`src/hdl/priority_task_state_manager_defines.svh`:
```
// Assertion macros for the priority task state manager
`ifndef PRIORITY_TASK_STATE_MANAGER_DEFINES_SVH
`define PRIORITY_TASK_STATE_MANAGER_DEFINES_SVH

// check that the condition implies the consequence in the same cycle
`define PTSM_ASSERT_IMP(lbl, clk, rst_n, cond, cons, msg) \
  lbl: assert property (@(posedge clk) disable iff (!rst_n) (cond) |-> (cons)) else $error(msg);

// check that the condition implies the consequence in the next cycle
`define PTSM_ASSERT_NXT(lbl, clk, rst_n, cond, cons, msg) \
  lbl: assert property (@(posedge clk) disable iff (!rst_n) (cond) |=> (cons)) else $error(msg);

`endif

```
`src/hdl/ptsm_pkg.sv`:
```
// Types, codes and helper functions shared by the task state manager
`default_nettype none
package ptsm_pkg;

  localparam int NumTasks = 16;
  localparam int TaskW    = 4;
  localparam int CntW     = 5;
  localparam int TickW    = 32;
  localparam int StampW   = 32;
  localparam int PrioW    = 8;
  localparam int AddrW    = 5;

  localparam logic [2:0] KIND_INIT  = 3'd0;
  localparam logic [2:0] KIND_STOP  = 3'd1;
  localparam logic [2:0] KIND_WAIT  = 3'd2;
  localparam logic [2:0] KIND_READY = 3'd3;
  localparam logic [2:0] KIND_TICK  = 3'd4;
  localparam logic [2:0] KIND_QUERY = 3'd5;

  localparam logic [1:0] REG_PRIO_LO = 2'd0;
  localparam logic [1:0] REG_PRIO_HI = 2'd1;
  localparam logic [1:0] REG_ENABLE  = 2'd2;

  typedef enum logic [1:0] {
    SET_NONE  = 2'd0,
    SET_READY = 2'd1,
    SET_WAIT  = 2'd2,
    SET_STOP  = 2'd3
  } set_t;

  typedef struct packed {
    set_t              tset;
    logic [TickW-1:0]  ticks;
    logic [StampW-1:0] stamp;
  } entry_t;

  typedef struct packed {
    logic              re;
    logic [TaskW-1:0]  raddr;
    logic              we;
    logic [TaskW-1:0]  waddr;
    entry_t            wdata;
  } mem_req_t;

  typedef struct packed {
    logic [63:0]         prio_lo;
    logic [63:0]         prio_hi;
    logic [NumTasks-1:0] enable;
  } cfg_t;

  typedef enum logic [3:0] {
    ST_IDLE,
    ST_INIT_RD,
    ST_INIT_WR,
    ST_CMD_RD,
    ST_CMD_WR,
    ST_TICK_SCAN,
    ST_TICK_UPD,
    ST_TOP_SCAN,
    ST_OUT
  } state_t;

  function automatic logic [PrioW-1:0] prio_of(input cfg_t c, input logic [TaskW-1:0] t);
    logic [127:0] all;
    all = {c.prio_hi, c.prio_lo};
    return all[{t, 3'b000} +: PrioW];
  endfunction

  function automatic logic goes_before(input logic [PrioW-1:0] pa, input logic [PrioW-1:0] pb,
                                       input logic [StampW-1:0] age_a,
                                       input logic [StampW-1:0] age_b,
                                       input logic [TaskW-1:0] a, input logic [TaskW-1:0] b);
    logic r;
    if (pa != pb) begin
      r = pa < pb;
    end else if (age_a != age_b) begin
      r = age_a > age_b;
    end else begin
      r = a < b;
    end
    return r;
  endfunction

endpackage
`default_nettype wire

```
`src/hdl/priority_task_state_manager.sv`:
```
// Top level of the priority task state manager
//
//  channel | ports                                   | direction
//  in      | in_valid/in_stall, kind, task_req, ticks | command beat in
//  out     | out_valid/out_stall, status..woken_count | result beat out
//  cfg     | psel/penable/pwrite/paddr/pwdata/prdata  | APB registers, 64-bit
//
// Stop, wait and ready do one read-modify-write of the entry; init reads every
// slot and writes each enabled empty one; tick does one scan and an update per
// waiting task plus one final scan; every beat then ends in a ready scan of the
// entry memory, one entry per cycle through its single read port, and then
// presents its result in the output register.
// Reset is synchronous, active low, and clears all entries at once.
// A stalled result holds in the output register; a new beat is taken while it waits.
`default_nettype none
module priority_task_state_manager (
  input  logic        clk,
  input  logic        rst_n,
  input  logic        in_valid,
  output logic        in_stall,
  input  logic [2:0]  in_kind,
  input  logic [3:0]  in_task_req,
  input  logic [31:0] in_wait_ticks,
  output logic        out_valid,
  input  logic        out_stall,
  output logic        out_status,
  output logic        out_top_valid,
  output logic [3:0]  out_top_task,
  output logic [1:0]  out_task_set,
  output logic [31:0] out_task_ticks,
  output logic [4:0]  out_woken_count,
  input  logic        psel,
  input  logic        penable,
  input  logic        pwrite,
  input  logic [4:0]  paddr,
  input  logic [63:0] pwdata,
  output logic [63:0] prdata,
  output logic        pready
);
  import ptsm_pkg::*;

  cfg_t     cfg;
  mem_req_t mem_req;
  entry_t   rd_data;

  ptsm_cfg u_cfg (
    .clk     (clk),
    .rst_n   (rst_n),
    .psel    (psel),
    .penable (penable),
    .pwrite  (pwrite),
    .paddr   (paddr),
    .pwdata  (pwdata),
    .prdata  (prdata),
    .pready  (pready),
    .cfg     (cfg)
  );

  ptsm_entry_ram u_ram (
    .clk     (clk),
    .rst_n   (rst_n),
    .req     (mem_req),
    .rd_data (rd_data)
  );

  ptsm_ctrl u_ctrl (
    .clk             (clk),
    .rst_n           (rst_n),
    .cfg             (cfg),
    .in_valid        (in_valid),
    .in_stall        (in_stall),
    .in_kind         (in_kind),
    .in_task_req     (in_task_req),
    .in_wait_ticks   (in_wait_ticks),
    .out_valid       (out_valid),
    .out_stall       (out_stall),
    .out_status      (out_status),
    .out_top_valid   (out_top_valid),
    .out_top_task    (out_top_task),
    .out_task_set    (out_task_set),
    .out_task_ticks  (out_task_ticks),
    .out_woken_count (out_woken_count),
    .mem_req         (mem_req),
    .rd_data         (rd_data)
  );

endmodule
`default_nettype wire

```
`src/hdl/ptsm_cfg.sv`:
```
// APB register file holding task priorities and the enable mask
`default_nettype none
module ptsm_cfg (
  input  logic                 clk,
  input  logic                 rst_n,
  input  logic                 psel,
  input  logic                 penable,
  input  logic                 pwrite,
  input  logic [4:0]           paddr,
  input  logic [63:0]          pwdata,
  output logic [63:0]          prdata,
  output logic                 pready,
  output ptsm_pkg::cfg_t       cfg
);
  import ptsm_pkg::*;

  cfg_t       cfg_r;
  cfg_t       cfg_nxt;
  logic [1:0] idx;

  assign idx    = paddr[4:3];
  assign pready = 1'b1;
  assign cfg    = cfg_r;

  always_comb begin
    cfg_nxt = cfg_r;
    if (psel && penable && pwrite) begin
      case (idx)
        REG_PRIO_LO: cfg_nxt.prio_lo = pwdata;
        REG_PRIO_HI: cfg_nxt.prio_hi = pwdata;
        REG_ENABLE:  cfg_nxt.enable  = pwdata[NumTasks-1:0];
        default:     cfg_nxt = cfg_r;
      endcase
    end
  end

  always_comb begin
    case (idx)
      REG_PRIO_LO: prdata = cfg_r.prio_lo;
      REG_PRIO_HI: prdata = cfg_r.prio_hi;
      REG_ENABLE:  prdata = {{(64-NumTasks){1'b0}}, cfg_r.enable};
      default:     prdata = 64'd0;
    endcase
  end

  always_ff @(posedge clk) begin
    if (!rst_n) begin
      cfg_r <= '0;
    end else begin
      cfg_r <= cfg_nxt;
    end
  end

endmodule
`default_nettype wire

```
`src/hdl/ptsm_entry_ram.sv`:
```
// Task entry memory with per-entry valid bits cleared at reset
`default_nettype none
module ptsm_entry_ram (
  input  logic                clk,
  input  logic                rst_n,
  input  ptsm_pkg::mem_req_t  req,
  output ptsm_pkg::entry_t    rd_data
);
  import ptsm_pkg::*;

  entry_t              mem [NumTasks];
  entry_t              rd_q_r;
  logic                rd_vld_r;
  logic [NumTasks-1:0] vld_r;

  always_ff @(posedge clk) begin
    if (req.we) begin
      mem[req.waddr] <= req.wdata;
    end
    if (req.re) begin
      rd_q_r <= mem[req.raddr];
    end
  end

  always_ff @(posedge clk) begin
    if (!rst_n) begin
      vld_r    <= '0;
      rd_vld_r <= 1'b0;
    end else begin
      if (req.we) begin
        vld_r[req.waddr] <= 1'b1;
      end
      if (req.re) begin
        rd_vld_r <= vld_r[req.raddr];
      end
    end
  end

  assign rd_data = rd_vld_r ? rd_q_r : '0;

endmodule
`default_nettype wire

```
`src/hdl/ptsm_ctrl.sv`:
```
// Command sequencer: read-modify-write of task entries and ordered scans
`default_nettype none
`include "priority_task_state_manager_defines.svh"
module ptsm_ctrl (
  input  logic                  clk,
  input  logic                  rst_n,
  input  ptsm_pkg::cfg_t        cfg,
  input  logic                  in_valid,
  output logic                  in_stall,
  input  logic [2:0]            in_kind,
  input  logic [3:0]            in_task_req,
  input  logic [31:0]           in_wait_ticks,
  output logic                  out_valid,
  input  logic                  out_stall,
  output logic                  out_status,
  output logic                  out_top_valid,
  output logic [3:0]            out_top_task,
  output logic [1:0]            out_task_set,
  output logic [31:0]           out_task_ticks,
  output logic [4:0]            out_woken_count,
  output ptsm_pkg::mem_req_t    mem_req,
  input  ptsm_pkg::entry_t      rd_data
);
  import ptsm_pkg::*;

  state_t              state_r, state_nxt;
  logic [2:0]          kind_r, kind_nxt;
  logic [TaskW-1:0]    req_r, req_nxt;
  logic [TickW-1:0]    wticks_r, wticks_nxt;
  logic [CntW-1:0]     cnt_r, cnt_nxt;
  logic                pend_r, pend_nxt;
  logic [TaskW-1:0]    pend_addr_r, pend_addr_nxt;
  logic [StampW-1:0]   stamp_ctr_r, stamp_ctr_nxt;
  logic                status_r, status_nxt;
  logic [CntW-1:0]     woken_r, woken_nxt;
  logic [NumTasks-1:0] seen_r, seen_nxt;
  logic                best_vld_r, best_vld_nxt;
  logic [TaskW-1:0]    best_idx_r, best_idx_nxt;
  logic [StampW-1:0]   best_stamp_r, best_stamp_nxt;
  logic [TickW-1:0]    best_ticks_r, best_ticks_nxt;
  set_t                req_set_r, req_set_nxt;
  logic [TickW-1:0]    req_ticks_r, req_ticks_nxt;
  logic                out_valid_r, out_valid_nxt;
  logic                o_status_r, o_status_nxt;
  logic                o_top_valid_r, o_top_valid_nxt;
  logic [TaskW-1:0]    o_top_task_r, o_top_task_nxt;
  logic [1:0]          o_task_set_r, o_task_set_nxt;
  logic [TickW-1:0]    o_task_ticks_r, o_task_ticks_nxt;
  logic [CntW-1:0]     o_woken_r, o_woken_nxt;

  logic                in_acc;
  logic                scan_done;
  logic                out_free;
  logic                better;
  logic [TickW-1:0]    dec_ticks;

  assign in_stall  = (state_r != ST_IDLE);
  assign in_acc    = in_valid && !in_stall;
  assign scan_done = cnt_r[CntW-1] && !pend_r;
  assign out_free  = !out_valid_r || !out_stall;
  assign dec_ticks = best_ticks_r - 32'd1;
  assign better    = !best_vld_r ||
                     goes_before(prio_of(cfg, pend_addr_r), prio_of(cfg, best_idx_r),
                                 stamp_ctr_r - rd_data.stamp, stamp_ctr_r - best_stamp_r,
                                 pend_addr_r, best_idx_r);

  always_comb begin
    state_nxt = state_r;
    case (state_r)
      ST_IDLE: begin
        if (in_acc) begin
          case (in_kind)
            KIND_INIT:  state_nxt = ST_INIT_RD;
            KIND_STOP:  state_nxt = ST_CMD_RD;
            KIND_WAIT:  state_nxt = ST_CMD_RD;
            KIND_READY: state_nxt = ST_CMD_RD;
            KIND_TICK:  state_nxt = ST_TICK_SCAN;
            default:    state_nxt = ST_TOP_SCAN;
          endcase
        end
      end
      ST_INIT_RD:   state_nxt = ST_INIT_WR;
      ST_INIT_WR:   state_nxt = (cnt_r[TaskW-1:0] == '0) ? ST_TOP_SCAN : ST_INIT_RD;
      ST_CMD_RD:    state_nxt = ST_CMD_WR;
      ST_CMD_WR:    state_nxt = ST_TOP_SCAN;
      ST_TICK_SCAN: begin
        if (scan_done) begin
          state_nxt = best_vld_r ? ST_TICK_UPD : ST_TOP_SCAN;
        end
      end
      ST_TICK_UPD:  state_nxt = ST_TICK_SCAN;
      ST_TOP_SCAN:  state_nxt = scan_done ? ST_OUT : ST_TOP_SCAN;
      ST_OUT:       state_nxt = out_free ? ST_IDLE : ST_OUT;
      default:      state_nxt = ST_IDLE;
    endcase
  end

  always_comb begin
    kind_nxt         = kind_r;
    req_nxt          = req_r;
    wticks_nxt       = wticks_r;
    cnt_nxt          = cnt_r;
    pend_nxt         = 1'b0;
    pend_addr_nxt    = cnt_r[TaskW-1:0];
    stamp_ctr_nxt    = stamp_ctr_r;
    status_nxt       = status_r;
    woken_nxt        = woken_r;
    seen_nxt         = seen_r;
    best_vld_nxt     = best_vld_r;
    best_idx_nxt     = best_idx_r;
    best_stamp_nxt   = best_stamp_r;
    best_ticks_nxt   = best_ticks_r;
    req_set_nxt      = req_set_r;
    req_ticks_nxt    = req_ticks_r;
    out_valid_nxt    = out_valid_r && out_stall;
    o_status_nxt     = o_status_r;
    o_top_valid_nxt  = o_top_valid_r;
    o_top_task_nxt   = o_top_task_r;
    o_task_set_nxt   = o_task_set_r;
    o_task_ticks_nxt = o_task_ticks_r;
    o_woken_nxt      = o_woken_r;
    mem_req          = '0;

    case (state_r)
      ST_IDLE: begin
        if (in_acc) begin
          kind_nxt     = in_kind;
          req_nxt      = in_task_req;
          wticks_nxt   = in_wait_ticks;
          status_nxt   = 1'b0;
          woken_nxt    = '0;
          seen_nxt     = '0;
          best_vld_nxt = 1'b0;
          best_idx_nxt = '0;
          cnt_nxt      = (in_kind == KIND_INIT) ? CntW'(NumTasks - 1) : '0;
        end
      end
      ST_INIT_RD: begin
        mem_req.re    = 1'b1;
        mem_req.raddr = cnt_r[TaskW-1:0];
      end
      ST_INIT_WR: begin
        if (cfg.enable[cnt_r[TaskW-1:0]] && rd_data.tset == SET_NONE) begin
          mem_req.we          = 1'b1;
          mem_req.waddr       = cnt_r[TaskW-1:0];
          mem_req.wdata.tset  = SET_READY;
          mem_req.wdata.ticks = rd_data.ticks;
          mem_req.wdata.stamp = stamp_ctr_r;
          stamp_ctr_nxt       = stamp_ctr_r + 32'd1;
        end
        cnt_nxt = (cnt_r[TaskW-1:0] == '0) ? '0 : cnt_r - CntW'(1);
      end
      ST_CMD_RD: begin
        mem_req.re    = 1'b1;
        mem_req.raddr = req_r;
      end
      ST_CMD_WR: begin
        mem_req.waddr = req_r;
        mem_req.wdata = rd_data;
        case (kind_r)
          KIND_STOP: begin
            if (rd_data.tset == SET_READY || rd_data.tset == SET_WAIT) begin
              mem_req.we          = 1'b1;
              mem_req.wdata.tset  = SET_STOP;
              mem_req.wdata.stamp = stamp_ctr_r;
              stamp_ctr_nxt       = stamp_ctr_r + 32'd1;
            end else begin
              status_nxt = 1'b1;
            end
          end
          KIND_WAIT: begin
            mem_req.we          = 1'b1;
            mem_req.wdata.ticks = wticks_r;
            if (rd_data.tset == SET_READY) begin
              mem_req.wdata.tset  = SET_WAIT;
              mem_req.wdata.stamp = stamp_ctr_r;
              stamp_ctr_nxt       = stamp_ctr_r + 32'd1;
            end else begin
              status_nxt = 1'b1;
            end
          end
          KIND_READY: begin
            if (rd_data.tset == SET_WAIT || rd_data.tset == SET_STOP) begin
              mem_req.we          = 1'b1;
              mem_req.wdata.tset  = SET_READY;
              mem_req.wdata.stamp = stamp_ctr_r;
              stamp_ctr_nxt       = stamp_ctr_r + 32'd1;
            end else begin
              status_nxt = 1'b1;
            end
          end
          default: status_nxt = status_r;
        endcase
      end
      ST_TICK_SCAN, ST_TOP_SCAN: begin
        if (!cnt_r[CntW-1]) begin
          mem_req.re    = 1'b1;
          mem_req.raddr = cnt_r[TaskW-1:0];
          pend_nxt      = 1'b1;
          cnt_nxt       = cnt_r + CntW'(1);
        end
        if (pend_r) begin
          if (state_r == ST_TOP_SCAN && pend_addr_r == req_r) begin
            req_set_nxt   = rd_data.tset;
            req_ticks_nxt = rd_data.ticks;
          end
          if (((state_r == ST_TICK_SCAN && rd_data.tset == SET_WAIT &&
                !seen_r[pend_addr_r]) ||
               (state_r == ST_TOP_SCAN && rd_data.tset == SET_READY)) && better) begin
            best_vld_nxt   = 1'b1;
            best_idx_nxt   = pend_addr_r;
            best_stamp_nxt = rd_data.stamp;
            best_ticks_nxt = rd_data.ticks;
          end
        end
        if (scan_done && state_r == ST_TICK_SCAN && !best_vld_r) begin
          cnt_nxt      = '0;
          best_idx_nxt = '0;
        end
      end
      ST_TICK_UPD: begin
        seen_nxt[best_idx_r] = 1'b1;
        mem_req.waddr        = best_idx_r;
        mem_req.wdata.ticks  = dec_ticks;
        mem_req.wdata.stamp  = best_stamp_r;
        mem_req.wdata.tset   = SET_WAIT;
        if (best_ticks_r != '0) begin
          mem_req.we = 1'b1;
          if (dec_ticks == '0) begin
            mem_req.wdata.tset  = SET_READY;
            mem_req.wdata.stamp = stamp_ctr_r;
            stamp_ctr_nxt       = stamp_ctr_r + 32'd1;
            woken_nxt           = woken_r + CntW'(1);
          end
        end
        cnt_nxt      = '0;
        best_vld_nxt = 1'b0;
        best_idx_nxt = '0;
      end
      ST_OUT: begin
        if (out_free) begin
          out_valid_nxt    = 1'b1;
          o_status_nxt     = status_r;
          o_top_valid_nxt  = best_vld_r;
          o_top_task_nxt   = best_vld_r ? best_idx_r : '0;
          o_task_set_nxt   = req_set_r;
          o_task_ticks_nxt = req_ticks_r;
          o_woken_nxt      = woken_r;
        end
      end
      default: mem_req = '0;
    endcase
  end

  always_ff @(posedge clk) begin
    if (!rst_n) begin
      state_r     <= ST_IDLE;
      cnt_r       <= '0;
      pend_r      <= 1'b0;
      stamp_ctr_r <= '0;
      out_valid_r <= 1'b0;
      best_vld_r  <= 1'b0;
      seen_r      <= '0;
      woken_r     <= '0;
    end else begin
      state_r     <= state_nxt;
      cnt_r       <= cnt_nxt;
      pend_r      <= pend_nxt;
      stamp_ctr_r <= stamp_ctr_nxt;
      out_valid_r <= out_valid_nxt;
      best_vld_r  <= best_vld_nxt;
      seen_r      <= seen_nxt;
      woken_r     <= woken_nxt;
    end
  end

  always_ff @(posedge clk) begin
    kind_r         <= kind_nxt;
    req_r          <= req_nxt;
    wticks_r       <= wticks_nxt;
    pend_addr_r    <= pend_addr_nxt;
    status_r       <= status_nxt;
    best_idx_r     <= best_idx_nxt;
    best_stamp_r   <= best_stamp_nxt;
    best_ticks_r   <= best_ticks_nxt;
    req_set_r      <= req_set_nxt;
    req_ticks_r    <= req_ticks_nxt;
    o_status_r     <= o_status_nxt;
    o_top_valid_r  <= o_top_valid_nxt;
    o_top_task_r   <= o_top_task_nxt;
    o_task_set_r   <= o_task_set_nxt;
    o_task_ticks_r <= o_task_ticks_nxt;
    o_woken_r      <= o_woken_nxt;
  end

  assign out_valid       = out_valid_r;
  assign out_status      = o_status_r;
  assign out_top_valid   = o_top_valid_r;
  assign out_top_task    = o_top_task_r;
  assign out_task_set    = o_task_set_r;
  assign out_task_ticks  = o_task_ticks_r;
  assign out_woken_count = o_woken_r;

  `PTSM_ASSERT_IMP(a_write_state, clk, rst_n, mem_req.we, (state_r == ST_INIT_WR || state_r == ST_CMD_WR || state_r == ST_TICK_UPD), "entry write outside a write state")
  `PTSM_ASSERT_IMP(a_stamp_with_write, clk, rst_n, (stamp_ctr_nxt != stamp_ctr_r), mem_req.we, "stamp advanced without an entry write")
  `PTSM_ASSERT_IMP(a_scan_bound, clk, rst_n, 1'b1, (cnt_r <= CntW'(NumTasks)), "scan counter out of range")
  `PTSM_ASSERT_IMP(a_woken_bound, clk, rst_n, 1'b1, (woken_r <= CntW'(NumTasks)), "too many tasks woken")
  `PTSM_ASSERT_NXT(a_result_after_out, clk, rst_n, (state_r == ST_OUT && out_free), out_valid_r, "result not presented")

endmodule
`default_nettype wire
```
`config.mk`:
```
export PLATFORM = sky130hd
export DESIGN_NAME = priority_task_state_manager
export DESIGN_NICKNAME = d
export VERILOG_FILES = /design/src/hdl/ptsm_pkg.sv /design/src/hdl/priority_task_state_manager.sv /design/src/hdl/ptsm_cfg.sv /design/src/hdl/ptsm_entry_ram.sv /design/src/hdl/ptsm_ctrl.sv
export VERILOG_INCLUDE_DIRS = /design/src /design/src/hdl
export SDC_FILE = /design/constraint.sdc
export NUM_CORES = 2
export LEC_CHECK = 0
export BUFFER_PORTS_ARGS = -buffer_cell sky130_fd_sc_hd__buf_2
export CAP_MARGIN = 20
export CORE_MARGIN = 3
export CORE_UTILIZATION = 60
export DETAILED_ROUTE_END_ITERATION = 7
export PLACE_DENSITY_LB_ADDON = 0.15
export SKIP_CTS_REPAIR_TIMING = 1
export SLEW_MARGIN = 20
export SYNTH_ARGS = -nofsm -noshare
export SYNTH_HDL_FRONTEND = slang
export SYNTH_SLANG_ARGS = --single-unit
```
`constraint.sdc`:
```
create_clock -name clk -period 29.7 [get_ports clk]
set_input_delay 1.485 -clock clk [delete_from_list [all_inputs] [get_ports clk]]
set_output_delay 1.485 -clock clk [all_outputs]
set_load 0.01 [all_outputs]
```
==> impl_results.md <==
- Outcome: finished, violations left
- Failing checks: DRC
- Leakage: 27.62 nW
- Number of distinct library cells after synthesis: 82
- Synthesized instance count: 5725
- Ys async rst share: 0
- Largest cells by area after synthesis: edfxtp_1 (58%), nand2_1 (8.3%), dfxtp_1 (6.8%)
- Post-synth top area share: 0.5780
- Vias: 47440
- Crit-path max cell delay: 0.88 ns
- Post-route DRC: 4
- Hold Violations, Final: 0
- Fin crit share: 0.2714
- Met1 WL: 71390 um
- Detail Route Antenna Nets: 0
- Initial Util: 0.6094
- R2R Path End: u_ctrl.best_stamp_r[3]$_DFFE_PP_
- Final Max Slew Viols: 0
- Worst-case clock buffer depth: 3
- WL per Instance: 24.04 um
- DRT Pass-1 Iters: 8
- Grt total ovfl: 0
- Fraction of layout cells with a size suffix above 1: 0.1222
- Largest net degree at the start of global routing: 187
- Setup Viol. Count Final: 0
- Die width: 342.7 um
- Reg-to-Reg Start: u_ram.rd_vld_r$_SDFFE_PN0P_
- Max_cap viols: 0
- Root Driver: clkbuf_16
- Met3 wire length: 17030 um
- Peak Freq: 0.1241 GHz
- Setup_tns: 0 ns
- DR iter-0 viols: 5273
- Placed cells: 7180
- Antenna violations before repair: 3
- Critical Path Start Type: flip-flop
- Top Layer Used: met4
- Register area share after synthesis: 0.6457
- Fin Clk Skew: 0.03780 ns
- Area of the multi-input gates: 0.02251 sq mm
- Fill cell count: 7907
- Post-DP HPWL: 104900 um
- Row count: 122
- CTS buffer count: 157
- Hold Crit Class: reg2reg
- Die area: 0.1174 sq mm
- PwrDens: 77.76 mW/mm^2
- Clock sinks: 1539
- Worst-Margin Slew: 1.092 ns
- Critical Path End: u_ctrl.best_stamp_r[3]$_DFFE_PP_
- Slowest-stage cell, CP: a2111oi_0
- Critical Path AT: 8.45 ns
- WL met2: 84650 um
- DR vias/cell: 6.330
- Worst Setup Path Type: reg2reg
- CTS tree: yes
- EDFF count, synth: 1309
- Synth Net Count: 5958
- Core area: 0.1116 sq mm
- CTS H-Tree Depth: 4
- Mean Syn Cell Area: 11.88 sq um
- First-pass GRT wire length: 270700 um
- VDD IR max: 0.08245 mV
- Critical Path Start: u_ram.rd_vld_r$_SDFFE_PN0P_
- Port Buffers: 222
- Chip height: 342.7 um
- Worst Path Buf+Inv: 3
- Syn-to-layout area delta: 11.64%
- FF-to-FF setup slack: 21.64 ns
- Clock transition at path regs: 0.06 ns
- FF+latch area: 0.04391 sq mm
- Total power: 0.005903 W
- Nets: 6097
- Rel. slew slack: 0.2688
- GPL Wtd Cong: 0.9362
- Commonest non-fill, non-tap cell in the layout: nand2_1
- Post-synthesis register bit count: 1539
- Leading cell types in the layout, fill and taps excluded: nand2_1 (1503), edfxtp_1 (1309), nand3_1 (290)
- Stages on the worst setup path: 22
- Critical Path RT: 30.09 ns
- CP top delay family: compound AO/OA/AOI/OAI gates
- Vias in the first global route: 45180
- RSZ-0062 raised after global routing: no
- GRT Overall Usage: 0.3025
- Routed WL: 180200 um
- Worst reg2reg path depth: 22
- Finished Layout Cells: 7494
- Synth area leader: edfxtp_1
- Count of boundary I/O pins: 227
- Worst setup EP type: flip-flop
- Warnings from Yosys: 0
- Skew-Pair Late Insertion Delay: 0.78 ns
- CP Cell Sequence: and2_1, ha_1, inv_1, fa_1, a211oi_1, o21bai_1, or3_1, a2111oi_0, o41ai_1, a2111oi_0, o31ai_1, o41ai_1, xnor2_1, ha_1, nand4_1, nor4_1, nand2_1, a31oi_1, nor4_1, buf_4, o21ai_4, buf_4
- Finished Core Util: 0.6804
- Synth Flop Type: edfxtp_1
- CP max FO: 32
- Mapped cell area: 0.06800 sq mm
- Final Critical Period: 8.061 ns
worst min-delay path by stage:
stage / endpoint / cells after the start / startpoint / slack (ns)
global route: u_ctrl.out_task_ticks[22]$_DFFE_PP_ / 0 / u_ctrl.req_ticks_r[22]$_DFFE_PP_ / 0.41
detailed placement: u_ctrl.out_task_ticks[5]$_DFFE_PP_ / 0 / u_ctrl.req_ticks_r[5]$_DFFE_PP_ / 0.41
global placement: u_ctrl.out_status$_DFFE_PP_ / 0 / u_ctrl.status_r$_SDFFCE_PN0P_ / 0.40
CTS: u_ctrl.out_task_ticks[22]$_DFFE_PP_ / 0 / u_ctrl.req_ticks_r[22]$_DFFE_PP_ / 0.41
floorplan: u_ctrl.pend_addr_r[3]$_DFF_P_ / 0 / u_ctrl.cnt_r[3]$_SDFFE_PN0P_ / 0.33
finish: u_ctrl.out_task_ticks[22]$_DFFE_PP_ / 0 / u_ctrl.req_ticks_r[22]$_DFFE_PP_ / 0.41
layer usage:
metal  up-vias  global-route usage
met4         0              0.1297
met2      2434              0.4775
met1     23230              0.4212
li1      21340                   -
met3       438             0.04779
met5         -                   0
logic make-up (layout without fill, tap and decap cells):
group / count (synthesis) / in the layout / share of synthesized area
adders and majority gates: 118 / 118 / 0.02193
AOI/OAI and AO/OA: 958 / 958 / 0.1001
buffers and inverters: 477 / 750 / 0.02670
muxes: 173 / 173 / 0.04204
other: 1 / 9 / 0.00005514
and+or+nand+nor: 2356 / 2356 / 0.1501
DFF: 1539 / 1539 / 0.6457
xor gates and xnor gates: 103 / 103 / 0.01327
area by class of cell:
cell class	count	area share
flip-flops and latches	1539	0.5784
multi-input cells	3709	0.2964
clock buffers	204	0.05526
repair buffers	352	0.02930
well taps	1488	0.02452
clock inverters	89	0.01060
inverters	105	0.005191
diodes	8	0.0002637
through the flow:
step           area (sq um)  hold WS [ns]  setup slack (ns)
3_5_place_dp          70770        0.4052             21.84
3_3_place_gp          70670        0.4019             22.05
6_report              75920        0.4090             21.64
2_1_floorplan         68000        0.3290             19.81
5_1_grt               75900        0.4144             21.36
4_1_cts               75770        0.4100             21.79
Yosys cell counts, drive strengths merged (33+ instances only):
cell type / instances
a21o: 39
ha: 116
and3: 148
xor2: 41
inv: 104
xnor2: 62
a31oi: 78
nor3: 33
o21ai: 129
edfxtp: 1309
nor2: 174
a22oi: 46
buf: 49
mux2i: 82
nand2: 1503
a311oi: 198
clkbuf: 323
a21oi: 143
nand3: 290
a21boi: 160
mux4: 90
dfxtp: 230
and2: 69
registers in the layout (all words and copies together), names as in the netlist, 32 cells and up:
signal                 cells
u_ctrl.wticks_r           32
u_ram.rd_q_r              66
u_ctrl.stamp_ctr_r        32
u_ctrl.req_ticks_r        32
u_ctrl.out_task_ticks     32
u_ram.mem               1056
u_cfg.cfg                144
u_ctrl.best_ticks_r       32
u_ctrl.best_stamp_r       32
power breakdown:
part / switching, W / total, W / internal (W)
combinational: 0.000937 / 0.00141 / 0.000469
clock: 0.000833 / 0.00190 / 0.00107
sequential: 0.0000779 / 0.00259 / 0.00252
Power figures use the tool's default switching activity.
